--- config.mk ---
export PLATFORM = sky130hd
export DESIGN_NAME = adc_temperature_moving_average_unit_flat
export DESIGN_NICKNAME = d
export VERILOG_FILES = /design/src/sv/atma_pkg.sv /design/src/sv/atma_in_if.sv /design/src/sv/atma_out_if.sv /design/src/sv/adc_temperature_moving_average_unit.sv /design/src/sv/atma_cell.sv /design/src/sv/atma_scaler.sv /design/src/flat_wrapper.sv
export SDC_FILE = /design/constraint.sdc
export NUM_CORES = 2
export LEC_CHECK = 0
export ABC_AREA = 1
export BUFFER_PORTS_ARGS = -buffer_cell sky130_fd_sc_hd__buf_2
export CORE_UTILIZATION = 45
export CTS_BUF_LIST = sky130_fd_sc_hd__clkbuf_8
export DETAILED_ROUTE_END_ITERATION = 10
export GPL_TIMING_DRIVEN = 0
export PLACE_DENSITY = 0.73
export SLEW_MARGIN = 5
export SYNTH_ARGS = -nofsm -noshare
export SYNTH_HDL_FRONTEND = slang
export SYNTH_SLANG_ARGS = --single-unit
--- constraint.sdc ---
create_clock -name clk_i -period 8.18 [get_ports clk_i]
set_clock_uncertainty 0.15 [all_clocks]
set_input_delay 0.818 -clock clk_i [delete_from_list [all_inputs] [get_ports clk_i]]
set_output_delay 0.818 -clock clk_i [all_outputs]
set_load 0.01 [all_outputs]
--- src/sv/atma_pkg.sv ---
// Shared types and constants of the ADC temperature moving-average unit.
package atma_pkg;

  localparam int CodeW     = 12;
  localparam int SampleW   = 19;
  localparam int QuotW     = 19;
  localparam int CelsiusW  = 19;
  localparam int FahrW     = 20;
  localparam int ThrW      = 9;
  localparam int Div5MulW  = 20;
  localparam int Div5Shift = 22;
  localparam int FahrXW    = 22;

  // Samples are kept as code*75, i.e. Celsius Q8 plus SampleBias.
  localparam int SampleBias = 71424;

  localparam logic [6:0]                   CodeGain    = 7'd75;
  localparam logic [SampleW-1:0]           SampleReset = 19'd71424;
  localparam logic signed [ThrW-1:0]       ThrReset    = 9'sd40;
  localparam logic [Div5MulW-1:0]          Div5Mul     = 20'd838861;
  localparam logic [FahrXW-1:0]            FahrRound   = 22'd4;
  localparam logic signed [FahrW:0]        FahrOffset  = 21'sd120372;
  localparam logic signed [CelsiusW:0]     CelsOffset  = 20'sd71424;

  typedef logic [SampleW-1:0] sample_t;

  typedef struct packed {
    logic signed [CelsiusW-1:0] mean_c;
    logic signed [FahrW-1:0]    mean_f;
    logic                       over;
  } result_t;

  typedef struct packed {
    logic busy;
    logic last_valid;
  } stat_t;

endpackage

--- src/sv/atma_in_if.sv ---
// Request channel carrying one ADC code.
interface atma_in_if;
  import atma_pkg::*;

  logic             valid;
  logic             ready;
  logic [CodeW-1:0] adc_code;

  modport source (output valid, output adc_code, input ready);
  modport sink (input valid, input adc_code, output ready);
endinterface

--- src/sv/atma_out_if.sv ---
// Result channel carrying the filtered temperature.
interface atma_out_if;
  import atma_pkg::*;

  logic                       valid;
  logic                       ready;
  logic signed [CelsiusW-1:0] mean_celsius_q8;
  logic signed [FahrW-1:0]    mean_fahrenheit_q8;
  logic                       over_threshold;

  modport source (output valid, output mean_celsius_q8, output mean_fahrenheit_q8,
                  output over_threshold, input ready);
  modport sink (input valid, input mean_celsius_q8, input mean_fahrenheit_q8,
                input over_threshold, output ready);
endinterface

--- src/sv/adc_temperature_moving_average_unit.sv ---
// Top level: ADC temperature moving-average unit.
// Each accepted ADC code enters a chain of TAPS cells (cleared to 0 C at reset) and updates a
// running sum; via the sum, product and quotient registers the output register gets the result:
// the floor mean in Celsius Q8, the same mean in Fahrenheit Q8 and the over-threshold flag.
// One code is in flight at a time: the sum update, the reciprocal multiply for the divide by
// TAPS, the quotient correction and the Fahrenheit scaling run as four steps, and a new code is
// accepted in the cycle the previous one leaves the last step. A result that is not taken holds
// the last step and input is stalled. The threshold register must be written only while idle.
module adc_temperature_moving_average_unit #(
  parameter int TAPS = 50
) (
  input  logic                             clk_i,
  input  logic                             rst_ni,
  input  logic                             cfg_we_i,
  input  logic signed [atma_pkg::ThrW-1:0] cfg_wdata_i,
  atma_in_if.sink                          req_i,
  atma_out_if.source                       res_o
);
  import atma_pkg::*;

  localparam int SumW = SampleW + $clog2(TAPS);
  localparam logic [SumW-1:0] SumReset = SumW'(TAPS * SampleBias);

  sample_t chain [TAPS];
  sample_t new_sample;
  sample_t tail_q;
  logic [SumW-1:0] sum_q;
  logic signed [ThrW-1:0] thr_q;
  logic v1_q;
  logic acc;
  logic out_free;
  logic out_valid_q;
  result_t out_res_q;
  result_t res;
  stat_t stat;

  assign new_sample = SampleW'(req_i.adc_code) * SampleW'(CodeGain);
  assign out_free   = ~out_valid_q | res_o.ready;
  assign req_i.ready = ~v1_q & ~stat.busy & (~stat.last_valid | out_free);
  assign acc        = req_i.valid & req_i.ready;

  for (genvar i = 0; i < TAPS; i++) begin : g_cell
    if (i == 0) begin : g_head
      atma_cell u_cell (
        .clk_i   (clk_i),
        .rst_ni  (rst_ni),
        .shift_i (acc),
        .d_i     (new_sample),
        .q_o     (chain[i])
      );
    end else begin : g_body
      atma_cell u_cell (
        .clk_i   (clk_i),
        .rst_ni  (rst_ni),
        .shift_i (acc),
        .d_i     (chain[i-1]),
        .q_o     (chain[i])
      );
    end
  end

  always_ff @(posedge clk_i) begin
    if (acc) begin
      tail_q <= chain[TAPS-1];
    end
  end

  always_ff @(posedge clk_i or negedge rst_ni) begin
    if (!rst_ni) begin
      sum_q <= SumReset;
      thr_q <= ThrReset;
      v1_q  <= 1'b0;
    end else begin
      v1_q <= acc;
      if (v1_q) begin
        sum_q <= sum_q + SumW'(chain[0]) - SumW'(tail_q);
      end
      if (cfg_we_i) begin
        thr_q <= cfg_wdata_i;
      end
    end
  end

  atma_scaler #(.TAPS(TAPS)) u_scaler (
    .clk_i   (clk_i),
    .rst_ni  (rst_ni),
    .start_i (v1_q),
    .sum_i   (sum_q),
    .thr_i   (thr_q),
    .take_i  (out_free),
    .stat_o  (stat),
    .res_o   (res)
  );

  always_ff @(posedge clk_i or negedge rst_ni) begin
    if (!rst_ni) begin
      out_valid_q <= 1'b0;
    end else if (stat.last_valid && out_free) begin
      out_valid_q <= 1'b1;
    end else if (res_o.ready) begin
      out_valid_q <= 1'b0;
    end
  end

  always_ff @(posedge clk_i) begin
    if (stat.last_valid && out_free) begin
      out_res_q <= res;
    end
  end

  assign res_o.valid              = out_valid_q;
  assign res_o.mean_celsius_q8    = out_res_q.mean_c;
  assign res_o.mean_fahrenheit_q8 = out_res_q.mean_f;
  assign res_o.over_threshold     = out_res_q.over;

  a_single_flight: assert property (@(posedge clk_i) disable iff (!rst_ni)
    $onehot0({v1_q, stat.busy, stat.last_valid}))
    else $error("overlapping items in flight");

  a_thr_hold: assert property (@(posedge clk_i) disable iff (!rst_ni)
    !cfg_we_i |=> $stable(thr_q))
    else $error("threshold changed without write");

  a_stall_hold: assert property (@(posedge clk_i) disable iff (!rst_ni)
    res_o.valid && !res_o.ready && stat.last_valid |=> stat.last_valid)
    else $error("stalled result dropped");

endmodule

--- src/sv/atma_cell.sv ---
// One tap of the sample delay line.
module atma_cell (
  input  logic              clk_i,
  input  logic              rst_ni,
  input  logic              shift_i,
  input  atma_pkg::sample_t d_i,
  output atma_pkg::sample_t q_o
);
  import atma_pkg::*;

  sample_t q_q;

  always_ff @(posedge clk_i or negedge rst_ni) begin
    if (!rst_ni) begin
      q_q <= SampleReset;
    end else if (shift_i) begin
      q_q <= d_i;
    end
  end

  assign q_o = q_q;

endmodule

--- src/sv/atma_scaler.sv ---
// Divide-by-taps, Celsius/Fahrenheit scaling and threshold compare pipeline.
module atma_scaler #(
  parameter int TAPS = 50
) (
  input  logic                                                 clk_i,
  input  logic                                                 rst_ni,
  input  logic                                                 start_i,
  input  logic [atma_pkg::SampleW+$clog2(TAPS)-1:0]            sum_i,
  input  logic signed [atma_pkg::ThrW-1:0]                     thr_i,
  input  logic                                                 take_i,
  output atma_pkg::stat_t                                      stat_o,
  output atma_pkg::result_t                                    res_o
);
  import atma_pkg::*;

  localparam int SumW = SampleW + $clog2(TAPS);
  localparam int ProdW = 2 * SumW + 1;
  localparam longint unsigned RecipFull = (64'd1 << SumW) / TAPS;
  localparam logic [SumW:0] RecipMul = (SumW + 1)'(RecipFull);
  localparam int FProdW = FahrXW + Div5MulW;

  logic v2_q, v3_q, v4_q;
  logic [ProdW-1:0] prod_q;
  logic [QuotW-1:0] quot_q;

  logic [QuotW-1:0] quot0;
  logic [SumW-1:0]  quot0_n;
  logic [SumW-1:0]  rem;
  logic [QuotW-1:0] quot_d;

  logic [FahrXW-1:0]         fx;
  logic [FProdW-1:0]         fprod;
  logic signed [FahrW:0]     fahr;
  logic signed [CelsiusW:0]  cels;
  logic signed [16:0]        limit;

  always_ff @(posedge clk_i or negedge rst_ni) begin
    if (!rst_ni) begin
      v2_q <= 1'b0;
      v3_q <= 1'b0;
      v4_q <= 1'b0;
    end else begin
      v2_q <= start_i;
      v3_q <= v2_q;
      v4_q <= v3_q | (v4_q & ~take_i);
    end
  end

  // floor estimate, at most one short
  assign quot0   = prod_q[SumW +: QuotW];
  assign quot0_n = SumW'(quot0) * SumW'(TAPS);
  assign rem     = sum_i - quot0_n;
  assign quot_d  = quot0 + QuotW'(rem >= SumW'(TAPS));

  always_ff @(posedge clk_i) begin
    if (v2_q) begin
      prod_q <= ProdW'(sum_i) * ProdW'(RecipMul);
    end
    if (v3_q) begin
      quot_q <= quot_d;
    end
  end

  // F = floor((9q + 4) / 5) - 120372, q = Celsius Q8 + bias
  assign fx    = (FahrXW'(quot_q) << 3) + FahrXW'(quot_q) + FahrRound;
  assign fprod = FProdW'(fx) * FProdW'(Div5Mul);
  assign fahr  = $signed((FahrW + 1)'(fprod[Div5Shift +: FahrW])) - FahrOffset;
  assign cels  = $signed({1'b0, quot_q}) - CelsOffset;
  assign limit = {thr_i, 8'h00};

  assign res_o.mean_c = cels[CelsiusW-1:0];
  assign res_o.mean_f = fahr[FahrW-1:0];
  assign res_o.over   = $signed(cels[CelsiusW-1:0]) > limit;

  assign stat_o.busy       = v2_q | v3_q;
  assign stat_o.last_valid = v4_q;

  a_rem_range: assert property (@(posedge clk_i) disable iff (!rst_ni)
    v3_q |-> rem < SumW'(2 * TAPS))
    else $error("quotient estimate off by more than one");

  a_one_item: assert property (@(posedge clk_i) disable iff (!rst_ni)
    $onehot0({v2_q, v3_q, v4_q}))
    else $error("more than one item in scaler");

endmodule
--- src/flat_wrapper.sv ---
// flat-port wrapper written by rule: the top's interface ports become plain ports
module adc_temperature_moving_average_unit_flat import atma_pkg::*;
#(
  parameter int TAPS = 50
)
  (clk_i, rst_ni, cfg_we_i, cfg_wdata_i, req_i_valid, req_i_adc_code, req_i_ready, res_o_valid, res_o_mean_celsius_q8, res_o_mean_fahrenheit_q8, res_o_over_threshold, res_o_ready);
  atma_in_if req_i_i ();
  atma_out_if res_o_i ();
  input  logic clk_i;
  input  logic rst_ni;
  input  logic cfg_we_i;
  input  logic signed [atma_pkg::ThrW-1:0] cfg_wdata_i;
  input wire logic [$bits(req_i_i.valid)-1:0] req_i_valid;
  input wire logic [$bits(req_i_i.adc_code)-1:0] req_i_adc_code;
  output wire logic [$bits(req_i_i.ready)-1:0] req_i_ready;
  output wire logic [$bits(res_o_i.valid)-1:0] res_o_valid;
  output wire logic [$bits(res_o_i.mean_celsius_q8)-1:0] res_o_mean_celsius_q8;
  output wire logic [$bits(res_o_i.mean_fahrenheit_q8)-1:0] res_o_mean_fahrenheit_q8;
  output wire logic [$bits(res_o_i.over_threshold)-1:0] res_o_over_threshold;
  input wire logic [$bits(res_o_i.ready)-1:0] res_o_ready;
  assign req_i_i.valid = req_i_valid;
  assign req_i_i.adc_code = req_i_adc_code;
  assign req_i_ready = req_i_i.ready;
  assign res_o_valid = res_o_i.valid;
  assign res_o_mean_celsius_q8 = res_o_i.mean_celsius_q8;
  assign res_o_mean_fahrenheit_q8 = res_o_i.mean_fahrenheit_q8;
  assign res_o_over_threshold = res_o_i.over_threshold;
  assign res_o_i.ready = res_o_ready;
  adc_temperature_moving_average_unit #(.TAPS(TAPS)) u_core (.clk_i(clk_i), .rst_ni(rst_ni), .cfg_we_i(cfg_we_i), .cfg_wdata_i(cfg_wdata_i), .req_i(req_i_i), .res_o(res_o_i));
endmodule
After elaboration in Yosys (flattened, before gate mapping)

Index checks and enable logic that the tools add are counted.

Logic and storage cells: 94
Flip-flop bits (word level): 1107
Output and inout port bits: 42

$lt $le $gt $ge: 2
Add/subtract/negate cells: 8
Multiplexer cells: 2
Reduce and logical (&&, ||, !) cells: 2
Multipliers: 4
Bitwise gates (word level): 13

Operators with widths:

| operator                 | count |
|---|---|
| $mul A22 B20 Y42 const B | 1 |
| $mul A25 B16 Y40 const B | 1 |
| $add A25 B19 Y25         | 1 |
| $ge A25 B6 Y1 const B    | 1 |
| $sub A25 B19 Y25         | 1 |
| $sub A25 B25 Y25         | 1 |
| $mul A19 B5 Y24 const B  | 1 |
| $add A22 B19 Y22         | 1 |
| $add A22 B3 Y22 const B  | 1 |
| $sub A20 B17 Y20 const B | 1 |
| $add A19 B1 Y19          | 1 |
| $gt A19 B17 Y1           | 1 |
| $mul A12 B7 Y19 const B  | 1 |
| $sub A19 B17 Y19 const B | 1 |
| $not A1 Y1               | 5 |
| $and A1 B1 Y1            | 4 |
| $or A1 B1 Y1             | 4 |
| $mux W1                  | 2 |
| $reduce_bool A2 Y1       | 1 |
| $logic_and A1 B1 Y1      | 1 |

Depth between registers and ports, before layout

Depth after elaboration: 5
Depth in mapped cells: 48

Modules after synthesis

Synthesis repeated with hierarchy kept, for this count alone.

Cells, all modules: 7928
Area, all modules: 68760.9 µm²

Modules (own cells, without submodules):

| module                              | area each (µm²) | sequential area each (µm²) | times used | cells each |
|---|---|---|---|---|
| atma_cell                           | 744.5           | 481.7                      | 50         | 80 |
| atma_scaler                         | 24338.3         | 1216.2                     | 1          | 3075 |
| adc_temperature_moving_average_unit | 7199.4          | 2687.6                     | 1          | 853 |

Worst setup path after synthesis

No wires, ideal clock.

Kind: register -> register
From: reg u_core.u_scaler.quot_q[0]
To: reg u_core.out_res_q, in the netlist u_core.res_o.mean_fahrenheit_q8[16], data pin
Buffers on the path: 0
Cell stages (with the launch flop): 39
Data arrival time: 7.325 ns
Slack: 0.453 ns
Path through: edfxtp_1 -> inv_1 -> fa_1 -> o21ai_0 -> nand4_1 -> nand2_1 -> a21oi_1 -> o21ai_0 -> nand3_1 -> nand2_1 -> xor2_1 -> ha_1 -> fa_1 -> ha_1 -> inv_1 -> fa_1 -> inv_1 -> fa_1 -> [3 not listed] -> inv_1 -> ha_1 -> nand2_1 -> nor2_1 -> nand2_1 -> nor2_1 -> nand2_1 -> nand4_1 -> nand2_1 -> ha_1 -> nor2_2 -> nand2_2 -> nand2_2 -> nand2_2 -> nand2_2 -> nand2_1 -> nand3_1 -> nand2_1

RTL lines:

| what                   | RTL line                                   | source |
|---|---|---|
| start, declared        | atma_scaler.sv:24                          | `logic [QuotW-1:0] quot_q;` |
| start signal, assigned | atma_scaler.sv:60                          | `quot_q <= quot_d;` |
| end signal, assigned   | adc_temperature_moving_average_unit.sv:107 | `out_res_q <= res;` |
| end, declared          | adc_temperature_moving_average_unit.sv:33  | `result_t out_res_q;` |

==> impl_metrics.toml <==
[outcome]
status = "complete, no violations"

[job]
drv_cap = 0

[logic_synthesis]
synthTopCellsByArea = "dfrtp_1 (28%), nand2_1 (19%), fa_1 (11%)"
synth_edf_count = 97
avgSynthCellArea_um2 = 8.69
yosysTopAreaCellShare = 0.276
syn_area_um2 = 65900
syn_nets = 8579
seq_area_frac_synth = 0.425
synth_warnings = 0
synth-seq-cells = 1086
synth_cells = 7590
yosysTopAreaCell = "dfrtp_1"
yosys_most_used_dff = "dfrtp_1"
ys_async_sr_fraction = 0.911
synthDistinctLibCells = 59

[detailed_routing]
ant_nets = 0
vias = 48400
drt_iter0_drc = 3339
wirelength_um = 148000
drc_errors = 0
firstDrtPassIters = 6
wl_per_cell_um = 14.8
vias_per_cell = 4.84

[layout]
stdcell_area_um2 = 74200
post-route-util = 0.510
fillers = 13100
regArea_um2 = 28000
layout_common_cells = "nand2_1 (3289), inv_1 (1043), dfrtp_1 (727)"
area_delta_synth_final_pct = 12.6
multi_input_area_um2 = 34000
finalNetCount = 8914
drive_gt1_frac = 0.120
final_common_cell = "nand2_1"

[placement]
gp_congestion = 0.948
io_buffers = 66
placed_area_um2 = 68900
pre_cts_slack_ns = -1.06
hpwl_um = 111000

[worst_setup_path]
cp_data_arrival_time_ns = 8.49
critPathMostFrequentCell = "nand2_2"
crit_path_end_kind = "register"
crit_slowest_cell = "fa_1"
max_stage_delay_ns = 0.61
critPathKind = "reg2reg"
cp_max_fo = 7
cp.required_ns = 8.66
cp-start-kind = "register"

[sta]
fmax_mhz = 125
slew_headroom = 0.188
finalSetupTns_ns = 0
min_period_ns = 8.01
hold_viol = 0
setup_viol_count_final = 0
post-route-period-util = 0.979
slew_violations = 0
worst_slew_pin_slew_ns = 1.22
finalWorstSetupSlack_ns = 0.169

[floorplan]
io_pins = 68
die_height_um = 385
die-area_um2 = 148000
row_count = 140
fp.dieW_um = 385
start_util = 0.453
coreArea_um2 = 146000

[clock_tree]
clkTransAtPathRegs_ns = 0.07
clock_path_buffers = 3
cts_num_sinks = 1086
cts_root_buffer = "clkbuf_8"
cts_made_buffers = 177
clk_latency_ns = 0.90
cts_max_level = 4
cts_tree = "yes"

[global_route]
grt_overflow = 0
grt.total_usage = 0.204
grt_pass1_vias = 49800
grt_max_degree = 120
grt_pass1_wl_um = 247000
antenna_found_initial = 3

[worst_hold_path]
hold_class = "in2reg"
==> routing by layer <==
layer	GRT usage	share of wire
met1	0.276	0.45
met2	0.338	0.48
met3	0.0295	0.043
met4	0.0644	0.026
met5	0	0
==> through the flow <==
step           std cells  hold WS, ns
3_3_place_gp        9573        0.210
2_1_floorplan       7590        0.202
5_1_grt             9995        0.116
4_1_cts             9945       0.0129
6_report            9995        0.105
3_5_place_dp        9583        0.211
==> Yosys cell counts, types with 25 or more instances <==
| master | instances |
|---|---|
| a21oi_1 | 194 |
| buf_2 | 25 |
| buf_4 | 88 |
| clkbuf_1 | 105 |
| dfrtp_1 | 727 |
| dfstp_2 | 262 |
| edfxtp_1 | 97 |
| fa_1 | 377 |
| ha_1 | 586 |
| inv_1 | 979 |
| nand2_1 | 3324 |
| nand3_1 | 127 |
| nand4_1 | 32 |
| nor2_1 | 185 |
| o21ai_0 | 168 |
| xnor2_1 | 41 |
| xor2_1 | 80 |
==> flip-flops by register name, summed over array words and instances, names as in the netlist <==
register                         count
u_core.u_scaler.v3_q                 1
u_core.res_o.mean_celsius_q8        19
u_core.sum_q                        25
u_core.u_scaler.quot_q              19
u_core.res_o.valid                   1
u_core.res_o.over_threshold          1
u_core.g_cell.g_body.u_cell.q_o    931
u_core.u_scaler.v2_q                 1
u_core.u_scaler.prod_q              19
u_core.thr_q                         9
u_core.g_cell.g_head.u_cell.q_o     19
u_core.tail_q                       19
u_core.u_scaler.v4_q                 1
u_core.res_o.mean_fahrenheit_q8     20
u_core.v1_q                          1
==> layout make-up <==
| class | count | share of cell area |
|---|---|---|
| multi-input cells | 5298 | 0.458 |
| flip-flops and latches | 1086 | 0.377 |
| inverters | 987 | 0.0500 |
| clock buffers | 212 | 0.0393 |
| well taps | 1917 | 0.0323 |
| repair buffers | 157 | 0.0173 |
| plain buffers | 218 | 0.0159 |
| clock inverters | 119 | 0.0101 |
| diodes | 1 | 0.0000337 |
==> kinds of logic after synthesis <==
group	after synthesis	share of synthesized area
DFF	1086	0.425
AOI/OAI and AO/OA	453	0.0378
adders and majority gates	963	0.226
and+or+nand+nor	3760	0.221
xor gates and xnor gates	121	0.0161
buffers and inverters	1206	0.0742
muxes	1	0.000171
==> worst max-delay path, delay by kind of cell, from the launching register on <==
kind / cells / cell delay (ns)
XOR/XNOR: 1 / 0.30
buffers and inverters: 8 / 0.66
flip-flops: 1 / 0.44
adder cells (fa/ha/maj): 10 / 3.97
AND/OR/NAND/NOR: 18 / 1.82
AO/OA/AOI/OAI: 3 / 0.39
==> worst paths after layout <==
kind	start	end	slack [ns]	cells past startpoint
setup reg to reg	u_core.u_scaler.quot_q[2]$_DFFE_PP_	u_core.res_o.mean_fahrenheit_q8[16]$_DFFE_PP_	0.17	40
hold reg to reg	u_core.v1_q$_DFF_PN0_	u_core.u_scaler.v2_q$_DFF_PN0_	0.22	0
hold / removal	req_i_adc_code[0]	u_core.g_cell[0].g_head.u_cell.q_o[0]$_DFFE_PN0P_	0.11	3
setup / recovery	u_core.u_scaler.quot_q[2]$_DFFE_PP_	u_core.res_o.mean_fahrenheit_q8[16]$_DFFE_PP_	0.17	40
max in group asynchronous	rst_ni	u_core.g_cell[19].g_body.u_cell.q_o[8]$_DFFE_PN1P_	5.26	6
min in group asynchronous	rst_ni	u_core.g_cell[27].g_body.u_cell.q_o[18]$_DFFE_PN0P_	0.21	2
==> timing repair <==
action,in CTS,in global routing
pin swaps,4,81
resized for setup,53,142
setup buffers,21,50
hold buffers,11,0
setup endpoints to repair,19,16
hold endpoints to repair,68,0
Power is left out: the tool's default activity adds up to more than one toggle a clock period on the data nets, which glitch-free logic cannot reach.
